## src/rtl/pid_motor_position_control_macros.svh

```systemverilog
// ----------------------------------------------------------------------------
// Assertion macros for the PID motor position controller
// Shorthand for clocked assertions that are disabled while reset is low.
// ----------------------------------------------------------------------------
`ifndef PID_MOTOR_POSITION_CONTROL_MACROS_SVH
`define PID_MOTOR_POSITION_CONTROL_MACROS_SVH

// The consequent must hold in the same cycle as the antecedent.
`define PMPC_ASSERT_NOW(lbl, ante, cons, msg) \
    lbl: assert property (@(posedge i_clk) disable iff (!i_rst_n) (ante) |-> (cons)) \
        else $error(msg);

// The consequent must hold in the cycle after the antecedent.
`define PMPC_ASSERT_NEXT(lbl, ante, cons, msg) \
    lbl: assert property (@(posedge i_clk) disable iff (!i_rst_n) (ante) |=> (cons)) \
        else $error(msg);

`endif

```

## src/rtl/pmpc_pkg.sv

```systemverilog
// ----------------------------------------------------------------------------
// PID motor position control package
// Shared types and fixed constants of the controller and its datapath.
// ----------------------------------------------------------------------------
package pmpc_pkg;

    localparam int GAIN_W     = 16;
    localparam int DT_W       = 16;
    localparam int MB_W       = 17;
    localparam int ISUM_W     = 48;
    localparam int ISPLIT     = 24;
    localparam int DIVD_W     = 18;
    localparam int DUTY_W     = 8;
    localparam int CFG_IDX_W  = 2;

    // The command divisor 256000 is 2048 * 125. After the shift by 11, the
    // quotient by 125 is a multiply by 33555 and a shift by 22, which is exact
    // for every operand below 32000.
    localparam int          CMD_PRE_SHIFT   = 11;
    localparam int unsigned CMD_RECIP       = 33555;
    localparam int          CMD_RECIP_SHIFT = 22;
    localparam int unsigned CMD_LIMIT       = 65536000;

    localparam logic [DUTY_W-1:0] DUTY_MAX = 8'd255;

    typedef enum logic [CFG_IDX_W-1:0] {
        CFG_PROP  = 2'd0,
        CFG_INTEG = 2'd1,
        CFG_DERIV = 2'd2
    } t_cfg_idx;

    typedef enum logic [3:0] {
        S_IDLE,
        S_START,
        S_INTEG,
        S_PACC,
        S_ILO,
        S_IHI,
        S_WAIT_D,
        S_DMUL,
        S_DACC,
        S_SCALE,
        S_SUM,
        S_CLAMP,
        S_OUT
    } t_state;

    typedef enum logic [2:0] {
        MUL_NONE,
        MUL_ERR_DT,
        MUL_PROP_ERR,
        MUL_INTEG_LO,
        MUL_INTEG_HI,
        MUL_DGAIN_DERIV,
        MUL_CMD_RECIP
    } t_mul_sel;

    typedef struct packed {
        logic     load;
        logic     div_start;
        logic     prev_upd;
        t_mul_sel mul_sel;
        logic     sum_upd;
        logic     pd_load;
        logic     pd_add;
        logic     pd_scale;
        logic     acc_lo;
        logic     acc_hi;
        logic     acc_add_pd;
        logic     clamp;
        logic     out_load;
    } t_dp_cmd;

    typedef struct packed {
        logic div_busy;
        logic out_free;
    } t_dp_sts;

endpackage

```

## src/rtl/pid_motor_position_control.sv

```systemverilog
// ----------------------------------------------------------------------------
// PID motor position control, top level
// One item at a time: the next input is taken only after the last result
// is loaded into the result register. The sequencer waits for the
// bit-serial divide by the elapsed time; a result held by a stall holds
// back the next result, and no new input is taken until that one is loaded.
// Synchronous reset clears the gains, the error history, the integral and
// the stillness count; there is no clearing pass.
// ----------------------------------------------------------------------------
`include "pid_motor_position_control_macros.svh"

module pid_motor_position_control #(
    parameter int POS_BITS    = 24,
    parameter int STILL_LIMIT = 15
) (
    input  logic                           i_clk,
    input  logic                           i_rst_n,
    input  logic                           i_cfg_valid,
    output logic                           o_cfg_ready,
    input  logic [pmpc_pkg::CFG_IDX_W-1:0] i_cfg_index,
    input  logic [pmpc_pkg::GAIN_W-1:0]    i_cfg_data,
    input  logic                           i_in_valid,
    output logic                           o_in_stall,
    input  logic signed [POS_BITS-1:0]     i_target_pos,
    input  logic signed [POS_BITS-1:0]     i_measured_pos,
    input  logic [pmpc_pkg::DT_W-1:0]      i_elapsed_ms,
    output logic                           o_out_valid,
    input  logic                           i_out_stall,
    output logic                           o_dir_forward,
    output logic                           o_dir_reverse,
    output logic [pmpc_pkg::DUTY_W-1:0]    o_pwm_duty,
    output logic                           o_integral_cleared
);
    import pmpc_pkg::*;

    t_dp_cmd w_cmd;
    t_dp_sts w_sts;

    assign o_cfg_ready = 1'b1;

    pmpc_ctrl u_ctrl (
        .i_clk      (i_clk),
        .i_rst_n    (i_rst_n),
        .i_in_valid (i_in_valid),
        .o_in_stall (o_in_stall),
        .i_sts      (w_sts),
        .o_cmd      (w_cmd)
    );

    pmpc_dp #(
        .POS_BITS    (POS_BITS),
        .STILL_LIMIT (STILL_LIMIT)
    ) u_dp (
        .i_clk              (i_clk),
        .i_rst_n            (i_rst_n),
        .i_cmd              (w_cmd),
        .o_sts              (w_sts),
        .i_cfg_valid        (i_cfg_valid),
        .i_cfg_index        (i_cfg_index),
        .i_cfg_data         (i_cfg_data),
        .i_target_pos       (i_target_pos),
        .i_measured_pos     (i_measured_pos),
        .i_elapsed_ms       (i_elapsed_ms),
        .i_out_stall        (i_out_stall),
        .o_out_valid        (o_out_valid),
        .o_dir_forward      (o_dir_forward),
        .o_dir_reverse      (o_dir_reverse),
        .o_pwm_duty         (o_pwm_duty),
        .o_integral_cleared (o_integral_cleared)
    );

    `PMPC_ASSERT_NOW(a_dir_exclusive, o_out_valid, o_dir_forward != o_dir_reverse, "direction bits not exclusive")
    `PMPC_ASSERT_NOW(a_fwd_duty, o_out_valid && o_dir_forward, o_pwm_duty != '0, "forward with zero duty")
    `PMPC_ASSERT_NEXT(a_busy_after_in, i_in_valid && !o_in_stall, o_in_stall, "input taken while busy")
    `PMPC_ASSERT_NOW(a_no_overwrite, w_cmd.out_load, !o_out_valid || !i_out_stall, "result overwritten")

endmodule

```

## src/rtl/pmpc_div.sv

```systemverilog
// ----------------------------------------------------------------------------
// Bit-serial unsigned divider
// Restoring division, one quotient bit per cycle, busy while the quotient bits are formed.
// ----------------------------------------------------------------------------
module pmpc_div #(
    parameter int DIVN_W = 26
) (
    input  logic                        i_clk,
    input  logic                        i_rst_n,
    input  logic                        i_start,
    input  logic [DIVN_W-1:0]           i_dividend,
    input  logic [pmpc_pkg::DIVD_W-1:0] i_divisor,
    output logic                        o_busy,
    output logic [DIVN_W-1:0]           o_quotient
);
    import pmpc_pkg::*;

    localparam int CNT_W = $clog2(DIVN_W + 1);

    logic              r_busy;
    logic [CNT_W-1:0]  r_cnt;
    logic [DIVD_W-1:0] r_rem;
    logic [DIVD_W-1:0] r_dvs;
    logic [DIVN_W-1:0] r_quo;

    logic [DIVD_W:0]   w_rem_sh;
    logic              w_ge;
    logic [DIVD_W:0]   w_diff;

    assign w_rem_sh = {r_rem, r_quo[DIVN_W-1]};
    assign w_ge     = w_rem_sh >= {1'b0, r_dvs};
    assign w_diff   = w_rem_sh - {1'b0, r_dvs};

    always_ff @(posedge i_clk) begin
        if (!i_rst_n) begin
            r_busy <= 1'b0;
            r_cnt  <= '0;
        end else if (i_start) begin
            r_busy <= 1'b1;
            r_cnt  <= CNT_W'(DIVN_W);
        end else if (r_busy) begin
            r_cnt <= r_cnt - CNT_W'(1);
            if (r_cnt == CNT_W'(1)) begin
                r_busy <= 1'b0;
            end
        end
    end

    always_ff @(posedge i_clk) begin
        if (i_start) begin
            r_rem <= '0;
            r_dvs <= i_divisor;
            r_quo <= i_dividend;
        end else if (r_busy) begin
            r_rem <= w_ge ? w_diff[DIVD_W-1:0] : w_rem_sh[DIVD_W-1:0];
            r_quo <= {r_quo[DIVN_W-2:0], w_ge};
        end
    end

    assign o_busy     = r_busy;
    assign o_quotient = r_quo;

endmodule

```

## src/rtl/pmpc_dp.sv

```systemverilog
// ----------------------------------------------------------------------------
// PID motor position control datapath
// Error, integral and derivative state, the shared multiplier, the divider,
// the gain registers and the result register.
// ----------------------------------------------------------------------------
module pmpc_dp #(
    parameter int POS_BITS    = 24,
    parameter int STILL_LIMIT = 15
) (
    input  logic                           i_clk,
    input  logic                           i_rst_n,
    input  pmpc_pkg::t_dp_cmd              i_cmd,
    output pmpc_pkg::t_dp_sts              o_sts,
    input  logic                           i_cfg_valid,
    input  logic [pmpc_pkg::CFG_IDX_W-1:0] i_cfg_index,
    input  logic [pmpc_pkg::GAIN_W-1:0]    i_cfg_data,
    input  logic signed [POS_BITS-1:0]     i_target_pos,
    input  logic signed [POS_BITS-1:0]     i_measured_pos,
    input  logic [pmpc_pkg::DT_W-1:0]      i_elapsed_ms,
    input  logic                           i_out_stall,
    output logic                           o_out_valid,
    output logic                           o_dir_forward,
    output logic                           o_dir_reverse,
    output logic [pmpc_pkg::DUTY_W-1:0]    o_pwm_duty,
    output logic                           o_integral_cleared
);
    import pmpc_pkg::*;

    localparam int ERR_W  = POS_BITS + 1;
    localparam int MA_W   = (POS_BITS + 2 > ISPLIT + 1) ? POS_BITS + 2 : ISPLIT + 1;
    localparam int PROD_W = MA_W + MB_W;
    localparam int SUMX_W = ((ISUM_W > PROD_W) ? ISUM_W : PROD_W) + 1;
    localparam int PD_W   = PROD_W + 11;
    localparam int ACC_W  = ((GAIN_W + ISUM_W > PD_W) ? GAIN_W + ISUM_W : PD_W) + 2;
    localparam int DIVN_W = ERR_W;
    localparam int ST_W   = $clog2(STILL_LIMIT + 1);

    localparam logic signed [SUMX_W-1:0] SUM_MAX =
        {{(SUMX_W-ISUM_W+1){1'b0}}, {(ISUM_W-1){1'b1}}};
    localparam logic signed [SUMX_W-1:0] SUM_MIN =
        {{(SUMX_W-ISUM_W+1){1'b1}}, {(ISUM_W-1){1'b0}}};
    localparam logic signed [ACC_W-1:0] ACC_LIM = ACC_W'(CMD_LIMIT);

    logic signed [GAIN_W-1:0] r_prop;
    logic signed [GAIN_W-1:0] r_integ;
    logic signed [GAIN_W-1:0] r_deriv;

    logic signed [ERR_W-1:0]  r_err;
    logic signed [ERR_W-1:0]  r_prev;
    logic [DT_W-1:0]          r_dt;
    logic                     r_dneg;
    logic signed [ISUM_W-1:0] r_sum;
    logic [ST_W-1:0]          r_still;
    logic signed [PROD_W-1:0] r_prod;
    logic signed [PD_W-1:0]   r_pd;
    logic signed [ACC_W-1:0]  r_acc;
    logic                     r_sat;
    logic                     r_neg;

    logic                     r_out_valid;
    logic                     r_dir_forward;
    logic [DUTY_W-1:0]        r_pwm_duty;
    logic                     r_cleared;

    logic signed [MA_W-1:0]   w_ma;
    logic signed [MB_W-1:0]   w_mb;
    logic signed [ERR_W:0]    w_ediff;
    logic [ERR_W:0]           w_ediff_mag;
    logic signed [MA_W-1:0]   w_dval;
    logic signed [ACC_W-1:0]  w_acc_mag;
    logic signed [SUMX_W-1:0] n_sumx;
    logic signed [ISUM_W-1:0] n_sum;
    logic                     w_div_busy;
    logic [DIVN_W-1:0]        w_quo;
    logic [DIVN_W-1:0]        w_dividend;
    logic [DIVD_W-1:0]        w_divisor;
    logic                     w_sat;
    logic                     w_out_free;
    logic                     w_small;
    logic [ST_W-1:0]          n_still;
    logic                     w_clear;
    logic [DUTY_W-1:0]        w_duty;

    // Gain registers.
    always_ff @(posedge i_clk) begin
        if (!i_rst_n) begin
            r_prop  <= '0;
            r_integ <= '0;
            r_deriv <= '0;
        end else if (i_cfg_valid) begin
            case (t_cfg_idx'(i_cfg_index))
                CFG_PROP:  r_prop  <= $signed(i_cfg_data);
                CFG_INTEG: r_integ <= $signed(i_cfg_data);
                CFG_DERIV: r_deriv <= $signed(i_cfg_data);
                default: begin
                end
            endcase
        end
    end

    // Derivative numerator and its magnitude.
    assign w_ediff     = (ERR_W+1)'(r_prev) - (ERR_W+1)'(r_err);
    assign w_ediff_mag = w_ediff[ERR_W] ? $unsigned(-w_ediff) : $unsigned(w_ediff);

    // A zero elapsed time gives a zero derivative.
    always_comb begin
        if (r_dt == '0) begin
            w_dval = '0;
        end else if (r_dneg) begin
            w_dval = -$signed(MA_W'(w_quo[ERR_W-1:0]));
        end else begin
            w_dval = $signed(MA_W'(w_quo[ERR_W-1:0]));
        end
    end

    assign w_acc_mag = r_acc[ACC_W-1] ? -r_acc : r_acc;

    // Shared multiplier operand selection.
    always_comb begin
        case (i_cmd.mul_sel)
            MUL_ERR_DT: begin
                w_ma = MA_W'(r_err);
                w_mb = $signed({1'b0, r_dt});
            end
            MUL_PROP_ERR: begin
                w_ma = MA_W'(r_err);
                w_mb = MB_W'(r_prop);
            end
            MUL_INTEG_LO: begin
                w_ma = $signed(MA_W'(r_sum[ISPLIT-1:0]));
                w_mb = MB_W'(r_integ);
            end
            MUL_INTEG_HI: begin
                w_ma = MA_W'($signed(r_sum[ISUM_W-1:ISPLIT]));
                w_mb = MB_W'(r_integ);
            end
            MUL_DGAIN_DERIV: begin
                w_ma = w_dval;
                w_mb = MB_W'(r_deriv);
            end
            MUL_CMD_RECIP: begin
                w_ma = MA_W'(w_acc_mag >> CMD_PRE_SHIFT);
                w_mb = $signed(MB_W'(CMD_RECIP));
            end
            default: begin
                w_ma = '0;
                w_mb = '0;
            end
        endcase
    end

    always_ff @(posedge i_clk) begin
        r_prod <= w_ma * w_mb;
    end

    // Saturating integral update.
    always_comb begin
        n_sumx = SUMX_W'(r_sum) - SUMX_W'(r_prod);
        if (n_sumx > SUM_MAX) begin
            n_sum = SUM_MAX[ISUM_W-1:0];
        end else if (n_sumx < SUM_MIN) begin
            n_sum = SUM_MIN[ISUM_W-1:0];
        end else begin
            n_sum = n_sumx[ISUM_W-1:0];
        end
    end

    // The divider serves the derivative only.
    assign w_dividend = DIVN_W'(w_ediff_mag);
    assign w_divisor  = DIVD_W'(r_dt);

    pmpc_div #(
        .DIVN_W (DIVN_W)
    ) u_div (
        .i_clk      (i_clk),
        .i_rst_n    (i_rst_n),
        .i_start    (i_cmd.div_start),
        .i_dividend (w_dividend),
        .i_divisor  (w_divisor),
        .o_busy     (w_div_busy),
        .o_quotient (w_quo)
    );

    assign w_sat = (r_acc >= ACC_LIM) || (r_acc <= -ACC_LIM);

    // Stillness counter and integral clear.
    assign w_small = (r_err >= -$signed(ERR_W'(1))) && (r_err <= $signed(ERR_W'(1)));

    always_comb begin
        if (!w_small) begin
            n_still = '0;
        end else if (r_still < ST_W'(STILL_LIMIT)) begin
            n_still = r_still + ST_W'(1);
        end else begin
            n_still = r_still;
        end
    end

    assign w_clear    = n_still >= ST_W'(STILL_LIMIT);
    assign w_duty     = r_sat ? DUTY_MAX : r_prod[CMD_RECIP_SHIFT +: DUTY_W];
    assign w_out_free = !r_out_valid || !i_out_stall;

    always_ff @(posedge i_clk) begin
        if (!i_rst_n) begin
            r_prev  <= '0;
            r_sum   <= '0;
            r_still <= '0;
        end else begin
            if (i_cmd.prev_upd) begin
                r_prev <= r_err;
            end
            if (i_cmd.sum_upd) begin
                r_sum <= n_sum;
            end else if (i_cmd.out_load && w_clear) begin
                r_sum <= '0;
            end
            if (i_cmd.out_load) begin
                r_still <= n_still;
            end
        end
    end

    always_ff @(posedge i_clk) begin
        if (i_cmd.load) begin
            r_err <= ERR_W'(i_target_pos) - ERR_W'(i_measured_pos);
            r_dt  <= i_elapsed_ms;
        end
        if (i_cmd.prev_upd) begin
            r_dneg <= w_ediff[ERR_W];
        end
        if (i_cmd.pd_load) begin
            r_pd <= PD_W'(r_prod);
        end else if (i_cmd.pd_add) begin
            r_pd <= r_pd + PD_W'(r_prod);
        end else if (i_cmd.pd_scale) begin
            r_pd <= (r_pd <<< 10) - (r_pd <<< 4) - (r_pd <<< 3);
        end
        if (i_cmd.acc_lo) begin
            r_acc <= ACC_W'(r_prod);
        end else if (i_cmd.acc_hi) begin
            r_acc <= r_acc + (ACC_W'(r_prod) <<< ISPLIT);
        end else if (i_cmd.acc_add_pd) begin
            r_acc <= r_acc + ACC_W'(r_pd);
        end
        if (i_cmd.clamp) begin
            r_sat <= w_sat;
            r_neg <= r_acc[ACC_W-1];
        end
    end

    // Result register.
    always_ff @(posedge i_clk) begin
        if (!i_rst_n) begin
            r_out_valid <= 1'b0;
        end else if (i_cmd.out_load) begin
            r_out_valid <= 1'b1;
        end else if (!i_out_stall) begin
            r_out_valid <= 1'b0;
        end
    end

    always_ff @(posedge i_clk) begin
        if (i_cmd.out_load) begin
            r_dir_forward <= !r_neg && (w_duty != '0);
            r_pwm_duty    <= w_duty;
            r_cleared     <= w_clear;
        end
    end

    assign o_sts.div_busy   = w_div_busy;
    assign o_sts.out_free   = w_out_free;

    assign o_out_valid        = r_out_valid;
    assign o_dir_forward      = r_dir_forward;
    assign o_dir_reverse      = !r_dir_forward;
    assign o_pwm_duty         = r_pwm_duty;
    assign o_integral_cleared = r_cleared;

endmodule

```

## src/rtl/pmpc_ctrl.sv

```systemverilog
// ----------------------------------------------------------------------------
// PID motor position control sequencer
// Steps one item through the datapath and holds off input while busy.
// ----------------------------------------------------------------------------
module pmpc_ctrl (
    input  logic              i_clk,
    input  logic              i_rst_n,
    input  logic              i_in_valid,
    output logic              o_in_stall,
    input  pmpc_pkg::t_dp_sts i_sts,
    output pmpc_pkg::t_dp_cmd o_cmd
);
    import pmpc_pkg::*;

    t_state r_state;
    t_state n_state;

    always_ff @(posedge i_clk) begin
        if (!i_rst_n) begin
            r_state <= S_IDLE;
        end else begin
            r_state <= n_state;
        end
    end

    always_comb begin
        n_state = r_state;
        case (r_state)
            S_IDLE: begin
                if (i_in_valid) begin
                    n_state = S_START;
                end
            end
            S_START:  n_state = S_INTEG;
            S_INTEG:  n_state = S_PACC;
            S_PACC:   n_state = S_ILO;
            S_ILO:    n_state = S_IHI;
            S_IHI:    n_state = S_WAIT_D;
            S_WAIT_D: begin
                if (!i_sts.div_busy) begin
                    n_state = S_DMUL;
                end
            end
            S_DMUL:   n_state = S_DACC;
            S_DACC:   n_state = S_SCALE;
            S_SCALE:  n_state = S_SUM;
            S_SUM:    n_state = S_CLAMP;
            S_CLAMP:  n_state = S_OUT;
            S_OUT: begin
                if (i_sts.out_free) begin
                    n_state = S_IDLE;
                end
            end
            default:  n_state = S_IDLE;
        endcase
    end

    always_comb begin
        o_cmd         = '0;
        o_cmd.mul_sel = MUL_NONE;
        o_in_stall    = 1'b1;
        case (r_state)
            S_IDLE: begin
                o_in_stall = 1'b0;
                o_cmd.load = i_in_valid;
            end
            S_START: begin
                o_cmd.div_start = 1'b1;
                o_cmd.prev_upd  = 1'b1;
                o_cmd.mul_sel   = MUL_ERR_DT;
            end
            S_INTEG: begin
                o_cmd.sum_upd = 1'b1;
                o_cmd.mul_sel = MUL_PROP_ERR;
            end
            S_PACC: begin
                o_cmd.pd_load = 1'b1;
                o_cmd.mul_sel = MUL_INTEG_LO;
            end
            S_ILO: begin
                o_cmd.acc_lo  = 1'b1;
                o_cmd.mul_sel = MUL_INTEG_HI;
            end
            S_IHI:    o_cmd.acc_hi = 1'b1;
            S_DMUL:   o_cmd.mul_sel = MUL_DGAIN_DERIV;
            S_DACC:   o_cmd.pd_add = 1'b1;
            S_SCALE:  o_cmd.pd_scale = 1'b1;
            S_SUM:    o_cmd.acc_add_pd = 1'b1;
            S_CLAMP: begin
                o_cmd.clamp   = 1'b1;
                o_cmd.mul_sel = MUL_CMD_RECIP;
            end
            S_OUT: begin
                o_cmd.out_load = i_sts.out_free;
                o_cmd.mul_sel  = MUL_CMD_RECIP;
            end
            default: begin
            end
        endcase
    end

endmodule

```

## config.mk

```make
export PLATFORM = sky130hd
export DESIGN_NAME = pid_motor_position_control
export DESIGN_NICKNAME = d
export VERILOG_FILES = /design/src/rtl/pmpc_pkg.sv /design/src/rtl/pid_motor_position_control.sv /design/src/rtl/pmpc_div.sv /design/src/rtl/pmpc_dp.sv /design/src/rtl/pmpc_ctrl.sv
export VERILOG_INCLUDE_DIRS = /design/src /design/src/rtl
export SDC_FILE = /design/constraint.sdc
export NUM_CORES = 2
export LEC_CHECK = 0
export BUFFER_PORTS_ARGS = -buffer_cell sky130_fd_sc_hd__buf_2
export CORE_MARGIN = 10
export CORE_UTILIZATION = 50
export CTS_BUF_LIST = sky130_fd_sc_hd__clkbuf_8
export DETAILED_ROUTE_END_ITERATION = 10
export GPL_TIMING_DRIVEN = 0
export PLACE_DENSITY = 0.66
export REMOVE_ABC_BUFFERS = 1
export SYNTH_ARGS = -nofsm -noshare
export SYNTH_HDL_FRONTEND = slang
export SYNTH_SLANG_ARGS = --single-unit
```

## constraint.sdc

```tcl
create_clock -name i_clk -period 12.13 [get_ports i_clk]
set_input_delay 2.426 -clock i_clk [delete_from_list [all_inputs] [get_ports i_clk]]
set_output_delay 2.426 -clock i_clk [all_outputs]
set_load 0.1 [all_outputs]
```

==> results.json <==
{
  "synth-edff-count": 215,
  "clock_tree.buffer_depth": 3,
  "htree_levels": 3,
  "achievable-frequency_mhz": 85.4,
  "grt_pass1_wl_microns": 254000,
  "worst-slew-pin-transition_ps": 1390,
  "standby_leakage_power_nw": 25.5,
  "timing.final.crit_period_ps": 11710,
  "rows": 118,
  "drc": 0,
  "post_layout_nonfiller_instances": 7662,
  "worst_slack_ps": 424,
  "timing.max_slew.rel_slack": 0.0503,
  "synth_register_bits": 412,
  "numPlacedInstances": 7508,
  "path_common_cell": "fa_1",
  "drt-total-wl_microns": 164000,
  "cts_buffer_count": 78,
  "drt-wirelength-per-cell_microns": 21.4,
  "routed-via-count": 46000,
  "critical_path_peak_fanout": 73,
  "worstHoldPathType": "reg2reg",
  "worst_setup_path_start_kind": "register",
  "global_route.usage.met2": 0.438,
  "core_area_sq_um": 103000,
  "power_density_nw_per_um2": 159,
  "areaGrowthSynthToFinish_pct": 7.42,
  "grt_most_used_layer": "met2",
  "clock_edge_transition_at_the_registers_on_the_reported_setup_and_hold_paths_ps": 70,
  "grtUsageMet3": 0.0451,
  "grt-ovfl-total": 0,
  "rsz0062_at_grt": "no",
  "io_buffers": 99,
  "grt_util_all_layers": 0.274,
  "timing_max_transition_violations_final": 0,
  "viasPerCell": 6.00,
  "cts_hold_buffers": 0,
  "max-vdd-ir-drop_v": 0.000148,
  "timing.setup.tns_ps": 0,
  "critical_path.endpoint_type": "register",
  "max_cap_violation_count": 0,
  "post_route_cells_drive_above_1_share": 0.0569,
  "status": "finished clean",
  "layout_fillers": 9810,
  "syn_area_sq_um": 52000,
  "syn-mean-instance-area_sq_um": 8.34,
  "drt_pre_antenna_iters": 9,
  "worstSetupPathType": "reg2reg",
  "final_net_count": 7217,
  "floorplan.initialDensity": 0.503,
  "die_area_sq_um": 117000,
  "setup_viol_count_final": 0,
  "place_worst_setup_slack_ps": -480,
  "first_global_vias": 44800,
  "largest_net_degree_at_the_start_of_global_routing": 90,
  "cell_variety_after_synth": 88,
  "root_buffer": "clkbuf_8",
  "cts_tree": "yes",
  "cts_num_sinks": 412,
  "worst_ep_required_time_ps": 12680,
  "synthesis.yosys.warnings": 0,
  "finalCritPeriodShare": 0.965,
  "proportion_of_synthesized_chip_area_in_sequential_cells": 0.200,
  "antenna_violating_nets_post_route": 0,
  "pin_count": 101,
  "fin_total_pwr_w": 0.00888,
  "finish.utilization": 0.541,
  "cp.arrival_ps": 12250,
  "clock_insertion_delay_worst_skew_ps": 770,
  "dp_hpwl_microns": 130000,
  "timing.final.hold_violations": 0,
  "asyncSetResetFlopFracSynth": 0,
  "antenna_found_initial": 9,
  "dieWidth_microns": 343,
  "fin_skew_ps": 69.8,
  "synth_ff_type": "edfxtp_1",
  "gp_congestion": 0.975,
  "synth_cells": 6238,
  "grtUsageMet1": 0.359,
  "detailedRoute.firstIterationViolations": 3880,
  "timing.critical_path.slowest_stage_cell": "dfxtp_4",
  "die_height_microns": 343,
  "critical_path.max_stage_delay_ps": 910
}
==> metal layers <==
| layer | vias up | part of all wire |
|---|---|---|
| met3 | 383 | 0.084 |
| met1 | 22100 | 0.41 |
| met2 | 1955 | 0.45 |
| met5 | - | 0.000067 |
| li1 | 21600 | - |
| met4 | 2 | 0.054 |
==> cells in the final DEF (no fill, tap or decap), drive strengths merged, types with 20 or more instances in the layout <==
| cell | n |
|---|---|
| inv | 769 |
| nand2 | 717 |
| nor2 | 520 |
| a21oi | 500 |
| fa | 481 |
| ha | 437 |
| o21ai | 360 |
| xnor2 | 228 |
| edfxtp | 215 |
| dfxtp | 197 |
| xor2 | 173 |
| a21o | 173 |
| buf | 144 |
| nand3 | 94 |
| a211oi | 85 |
| clkbuf | 82 |
| nand2b | 66 |
| nand4 | 65 |
| nor3 | 63 |
| a22oi | 55 |
| o21a | 53 |
| a31oi | 48 |
| and3 | 46 |
| nor2b | 45 |
| o21bai | 42 |
| and2 | 38 |
| nor4 | 37 |
| o211ai | 37 |
| o31ai | 37 |
| or3 | 30 |
| mux2i | 29 |
| or2 | 24 |
| clkinv | 24 |
| a222oi | 23 |
| a21boi | 23 |
| and4 | 20 |
| o221ai | 20 |
==> power breakdown <==
group          internal (W)  switching (W)
combinational       0.00210        0.00313
clock              0.000766       0.000685
sequential          0.00175       0.000442
==> worst paths after layout <==
path                startpoint               to  slack (ps)  cells past startpoint
max          u_ctrl.r_state[0]  u_dp.r_prod[41]         420                     32
min            u_dp.r_deriv[6]  u_dp.r_deriv[6]         450                      2
max reg2reg  u_ctrl.r_state[0]  u_dp.r_prod[41]         420                     32
min reg2reg    u_dp.r_deriv[6]  u_dp.r_deriv[6]         450                      2
==> cells in the mapped netlist, types with 66 or more instances <==
cell      number  area [sq um]
nor2_1       520          1950
a21o_1       173          1300
o21ai_0      352          1760
edfxtp_1     215          6460
a21oi_1      500          2500
nand3_1       94           470
inv_1        739          2770
nand2b_1      66           413
xor2_1       173          1520
dfxtp_1      197          3940
a211oi_1      85           638
xnor2_1      228          2000
nand2_1      717          2690
fa_1         481          9630
clkbuf_1     235           882
ha_1         437          5470
==> stage by stage <==
stage / hold slack (ps) / area (sq um)
6_report: 455 / 55900
3_3_place_gp: 442 / 53300
3_5_place_dp: 447 / 54200
4_1_cts: 455 / 55800
2_1_floorplan: 431 / 51100
5_1_grt: 478 / 55900
==> final cells by class <==
cell class | instances | area (sq um) | area share
antenna | 5 | 12.5 | 0.000224
clock inverter | 63 | 473 | 0.00846
sequential | 412 | 10400 | 0.186
tap | 1380 | 1730 | 0.0309
clock buffer | 82 | 1130 | 0.0202
inverter | 741 | 2790 | 0.0499
multi-input combinational | 4834 | 38100 | 0.682
timing repair inverter | 1 | 5.00 | 0.0000896
timing repair buffer | 144 | 1230 | 0.0220
==> worst max-delay path: cells and delay by family, from the launching register on <==
family                   cells  cell delay [ps]
adder cells (fa/ha/maj)      7             3710
buffers and inverters       10             1600
flip-flops                   1              910
AND/OR/NAND/NOR              3             1340
XOR/XNOR                     1              300
AO/OA/AOI/OAI               11             3510
==> kinds of logic (layout without fill, tap and decap cells) <==
family,after synthesis,in the layout,synth area share
AOI/OAI and AO/OA,1663,1663,0.206
adders and majority gates,918,918,0.290
and+or+nand+nor,1819,1819,0.158
other,1,6,0.0000721
DFF,412,412,0.200
muxes,32,32,0.00630
buffers and inverters,992,1031,0.0717
xor gates and xnor gates,401,401,0.0675
==> sequential cells by signal (all words and copies together) (netlist names), 4 cells and up <==
signal and count:
u_dp.r_acc 66, u_dp.r_pd 54, u_dp.r_sum 48, u_dp.r_prod 43, u_dp.r_err 25, u_dp.r_prev 25, u_dp.u_div.o_quotient 25, u_dp.u_div.r_rem 18
u_dp.r_deriv 16, u_dp.r_dt 16, u_dp.r_integ 16, u_dp.r_prop 16, u_dp.u_div.r_dvs 16, u_dp.o_pwm_duty 8, u_dp.u_div.r_cnt 5, u_ctrl.r_state 4
u_dp.r_still 4
==> repair_timing <==
item | CTS | global route
setup buffers | 2 | 0
cloned | 1 | 0
gates resized for setup | 3 | 4
endpoints found under the setup margin | 8 | 3
pin swaps | 0 | 1
Note: power is estimated with default switching activity, not from simulation.
